===== config.mk =====
export PLATFORM = sky130hd
export DESIGN_NAME = spq_cell
export DESIGN_NICKNAME = d
export VERILOG_FILES = /design/src/rtl/core/spq_pkg.sv /design/src/rtl/core/spq_cell.sv
export SDC_FILE = /design/constraint.sdc
export NUM_CORES = 1
export LEC_CHECK = 0
export BUFFER_PORTS_ARGS = -buffer_cell sky130_fd_sc_hd__buf_2
export CORE_MARGIN = 10
export CORE_UTILIZATION = 43
export DETAILED_ROUTE_END_ITERATION = 10
export PLACE_DENSITY = 0.81
export SYNTH_ARGS = -nofsm -noshare
export SYNTH_HDL_FRONTEND = slang
export SYNTH_SLANG_ARGS = --single-unit
export TNS_END_PERCENT = 100

===== constraint.sdc =====
create_clock -name clk -period 3.62 [get_ports clk]
set_clock_uncertainty 0.1 [all_clocks]
set_input_delay 0.362 -clock clk [delete_from_list [all_inputs] [get_ports clk]]
set_output_delay 0.362 -clock clk [all_outputs]
set_load 0.005 [all_outputs]

===== src/rtl/core/spq_pkg.sv =====
`timescale 1ns / 1ps
// ----------------------------------------------------------------------------
// spq_pkg
// Shared types and constants for the sorted priority queue.
// ----------------------------------------------------------------------------
package spq_pkg;

  localparam int CAPACITY          = 256;
  localparam int VALUE_BITS        = 16;
  localparam int PRIORITY_BITS     = 16;
  localparam int COUNT_BITS        = $clog2(CAPACITY + 1);
  localparam int ENTRY_COUNT_BITS  = 9;

  typedef enum logic {
    ACT_INSERT = 1'b0,
    ACT_POP    = 1'b1
  } action_t;

  typedef enum logic [1:0] {
    STATUS_DONE  = 2'd0,
    STATUS_FULL  = 2'd1,
    STATUS_EMPTY = 2'd2
  } status_t;

  typedef struct packed {
    logic [VALUE_BITS-1:0]    value;
    logic [PRIORITY_BITS-1:0] prio;
  } entry_t;

  // Operation broadcast to every cell in the chain.
  typedef struct packed {
    logic   insert;
    logic   pop;
    entry_t fresh;
  } cell_cmd_t;

endpackage


===== src/rtl/core/spq_cell.sv =====
`timescale 1ns / 1ps
// ----------------------------------------------------------------------------
// spq_cell
// One slot of the sorted chain: holds an entry, compares it with an incoming
// insert and takes from its lower or upper neighbor as the chain shifts.
// ----------------------------------------------------------------------------
module spq_cell (
  input  logic               clk,
  input  spq_pkg::cell_cmd_t cmd,
  input  logic               occupied,
  input  logic               at_tail,
  input  logic               prev_shift,
  input  spq_pkg::entry_t    prev_entry,
  input  spq_pkg::entry_t    next_entry,
  output logic               shift,
  output spq_pkg::entry_t    entry
);
  import spq_pkg::*;

  // Occupied slots at or above the insert point move up by one.
  assign shift = occupied && (cmd.fresh.prio <= entry.prio);

  always_ff @(posedge clk) begin
    if (cmd.insert) begin
      if (prev_shift) begin
        entry <= prev_entry;
      end else if (shift || at_tail) begin
        entry <= cmd.fresh;
      end
    end else if (cmd.pop) begin
      entry <= next_entry;
    end
  end

endmodule


# == Word-level counts from Yosys, hierarchy flattened ==
# Cells that the tools add are included.
# word_totals
reg_bits,32
in_bits,102
# op_classes
n_lt_le_gt_ge,1
eq_ne,1
mux,4
reduce_logical,4
# ops
op,n
$mux W32,4
$le A16 B16 Y1,1
$ne A3 B1 Y1 const B,1
$reduce_and A2 Y1,1
$reduce_bool A2 Y1,1
$logic_and A1 B1 Y1,1
$logic_or A1 B1 Y1,1

# == Depth between registers and ports, before layout ==
# depth
depth_word,6
mapped_depth,7

# == Worst setup path after synthesis ==
# OpenSTA, ideal clock, no wires.
# synth_path
path_type,reg-to-reg
start,reg entry[11] (netlist name)
end,reg entry[0] (netlist name) (enable)
setup_time_ns,0.400
arrival_ns,2.294
slack_ns,0.826
path_stages_with_launch,8
path_cell_list,edfxtp_1 > inv_1 > ha_1 > nand4_1 > nor3_2 > a21boi_2 > o31a_1 > a21oi_2
# synth_between
elab_chain_cells,5
# synth_rtl
element,line_no,source
from (decl),spq_cell.sv:16,output spq_pkg::entry_t entry
from (signal assigned),spq_cell.sv:26,entry <= prev_entry;
from (signal assigned),spq_cell.sv:28,entry <= cmd.fresh;
from (signal assigned),spq_cell.sv:31,entry <= next_entry;
$le A16 B16 Y1,spq_cell.sv:21,assign shift = occupied && (cmd.fresh.prio <= entry.prio);
$logic_and A1 B1 Y1,spq_cell.sv:21,
$logic_or A1 B1 Y1,spq_cell.sv:27,end else if (shift || at_tail) begin
$ne A3 B1 Y1 (no source line),--,
$reduce_and A2 Y1 (no source line),--,
# No other way between the ends.
# A chain may end at the register's enable or synchronous reset.

# == Worst setup path in the final report ==
# layout_path
start,reg entry[11] (netlist name)
end,reg entry[3] (netlist name) (enable)
# Same word-level chain as after synthesis.

==> summary.md <==
Clock network
• buffers from clock root to sink, at most: 2
• CTS HTree Levels: 2
• Clock Sinks: 32
• clock tree from TritonCTS: built
• total CTS buffers: 5
• CTS Root Cell: sky130_fd_sc_hd__clkbuf_8
• count of hold buffers inserted by post-cts repair: 0
• post-CTS setup buffers: 0
• clock-pin transition on the worst setup and hold timing paths: 0.07 ns
• CTS-repair resized insts: 0
• later-pin clock latency in the skew report: 0.28 ns

Worst setup path
• critical path's slowest cell: sky130_fd_sc_hd__buf_4
• Reg-to-Reg Start: entry[11]$_DFFE_PP_
• cell-by-cell listing of the critical path: inv_1 > ha_1 > a21oi_2 > o21a_1 > o221ai_1 > o31a_1 > a21oi_4 > buf_4
• critical path endpoint category: flip-flop
• Worst R2R End: entry[3]$_DFFE_PP_
• crit-path max cell delay: 0.39 ns
• highest net fanout along the worst path: 25
• worst reg2reg path depth: 8
• Worst EP arrival: 2.33 ns
• flop-to-flop setup slack: 1.14 ns
• required time of the critical path: 3.47 ns
• WS Path Type: flip-flop to flip-flop
• critical path launch point type: flip-flop

Floorplanning
• number of top-level pins: 135
• Starting Density: 44.21%
• total die area: 8002 um2
• Row Count: 25
• Chip Width: 89.46 um
• Core Footprint: 4692 um2
• y dimension of the die: 89.46 um

Cells and area
• area delta synth->final: 38.18%
• nets: 450
• cell area after layout: 2867 um2
• largest register by flop count: entry
• flip-flop count of the largest register after layout: 32
• final-layout fill cell count: 402
• share of cells above drive strength 1: 44.44%
• number of antenna cells inserted: 0
• largest registers: entry: 32 flops

Place
• half-perimeter wire length after detailed placement: 5298 um
• area after detailed placement: 2786 um2
• Port Buf Inserts: 134
• GP Congestion: 0.7813

Routing
• vias: 1918
• DR pass1 iterations: 4
• count of antenna-violating nets left after detailed routing: 0
• vias per inst: 4.956
• wire length per cell after detailed routing: 16.62 um
• Detailed Route Iter0 Violations: 57
• total DRC errors in the routed layout: 0
• final wirelength: 6432 um

Logic synthesis
• Unique masters post-synth: 26
• syn avg cell area: 10.42 um2
• gate count of the mapped netlist: 199
• register area share after synthesis: 46.32%
• Seq cells post-synth: 32
• summed instance area of the synthesized netlist: 2074 um2
• count of warnings emitted by yosys: 0
• synthesized netlist net count: 317

Timing
• Fin. Hold Viols: 0
• RSZ-0062 raised after global routing: false
• Peak Freq: 402.5 MHz
• Worst Tran Pin Value: 0.7073 ns
• final max-slew violation count: 0
• relative slew slack: 52.75%
• Min Clock Period, post-route: 2.485 ns
• Tcrit/Tclk final: 68.63%
• setup total negative slack: 0 ns
• final setup violating endpoints: 0

Pwr
• maximum VDD drop: 0.2431 mV
• share of total power in sequential cells: 47.6%
• PwrDens: 345.0 nW/um2
• Net Sw Power: 0.2728 mW
• switching share of power: 27.59%
• power share of the combinational group: 26.1%
• Cell Int Power: 0.7161 mW
• part of the power in the clock network: 26.3%
• static leakage power: 1.465 nW

GRT
• total overflow reported by the global router: 0
• wire length of the first global-routing pass: 9611 um
• number of antenna violations at the first check in global routing: 0
• aggregate global-route resource usage: 15.51%
• pin count of the biggest net entering global routing: 66
• via count of the first global-routing pass: 2129

Worst hold path
• Min-Delay Startpoint: next_entry[24]
• Worst Hold Path Cells: 3
• Hold WC Path Type: primary input to flip-flop
• endpoint with the worst hold slack: entry[24]$_DFFE_PP_

Status
• result of the run: completed

Job
• max-cap check violation count: 0

-- logic make-up after synthesis --
group,after synthesis,synth area share [%]
flops,32,46.32
compound gates,47,13.27
simple gates,44,9.530
mux,32,15.44
fa+ha+maj,16,9.650
buf+inv,28,5.790
-- layout by cell type (no fill, tap or decap), drive strengths merged, types with 3 or more instances in the layout --
| cell | n |
|---|---|
| buf | 137 |
| inv | 17 |
| nand2 | 3 |
| clkbuf | 7 |
| nand4 | 3 |
| ha | 16 |
| edfxtp | 32 |
| nor2 | 33 |
| a21oi | 39 |
| mux2i | 32 |
-- synth_stat cells (all sizes together) --
library cell	count	share of area (%)
a21oi	39	9.8
nor2	33	6.0
edfxtp	32	46
mux2i	32	15
inv	17	3.1
ha	16	9.7
buf	6	1.8
clkbuf	5	0.90
nand2	3	0.54
nand4	3	1.2
a211oi	1	0.36
a21boi	1	0.54
a21o	1	0.36
and4	1	0.42
nand3	1	0.24
nor2b	1	0.30
nor3	1	0.48
nor3b	1	0.36
o211ai	1	0.60
o21a	1	0.36
o221ai	1	0.42
o2bb2ai	1	0.42
o31a	1	0.42
-- layer usage --
metal,routed length [um],vias up,global-route usage [%]
met2,3224,80,27.92
li1,-,989,-
met5,0,-,0
met4,77,0,4.335
met1,2458,843,15.50
met3,672,6,7.475
-- worst max-delay path: cells and delay by family, from the launching register on --
kind | cells | cell delay (ns)
AO/OA/AOI/OAI | 5 | 0.96
adder cells (fa/ha/maj) | 1 | 0.25
buffers and inverters | 2 | 0.45
flip-flops | 1 | 0.38
-- power groups by stage --
stage	Combinational, mW	Clock [mW]	Sequential [mW]
6_report	0.258	0.260	0.470
5_1_grt	0.292	0.281	0.475
4_1_cts	0.263	0.270	0.471
3_5_place_dp	0.261	0	0.478
3_3_place_gp	0.254	0	0.476
2_1_floorplan	0.126	0	0.484
-- metrics by stage --
step / util [%] / power [mW] / hold WS, ns / cells / setup WS [ns]
floorplan: - / 0.6099 / 0.4870 / 199 / 0.8255
global placement: 59.39 / 0.7298 / 0.5793 / 379 / 1.050
detailed placement: 59.39 / 0.7392 / 0.5847 / 379 / 0.9741
CTS: 61.09 / 1.004 / 0.2923 / 387 / 1.086
global route: 61.09 / 1.048 / 0.3077 / 387 / 0.9836
finish: 61.09 / 0.9889 / 0.3029 / 387 / 1.135
-- final cells by class --
class	count	area [um2]	area share, %
tap	54	67.56	2.357
inverter	17	63.81	2.226
clock inverter	1	3.754	0.1309
clock buffer	7	76.32	2.663
sequential	32	960.9	33.52
multi-input combinational	139	1001	34.92
timing repair buffer	137	693.2	24.18
-- worst max path at each step --
stage                                   start             endpoint  slack (ns)  depth (start not counted)
after CTS                 entry[11]$_DFFE_PP_  entry[24]$_DFFE_PP_        1.09                          8
final                     entry[11]$_DFFE_PP_   entry[3]$_DFFE_PP_        1.14                          8
after global routing      entry[11]$_DFFE_PP_  entry[29]$_DFFE_PP_        0.98                          8
after floorplan           entry[11]$_DFFE_PP_   entry[0]$_DFFE_PP_        0.83                          7
after global placement                cmd[11]  entry[22]$_DFFE_PP_        1.05                          8
after detailed placement              cmd[11]  entry[24]$_DFFE_PP_        0.97                          8
Power figures use the tool's default switching activity.
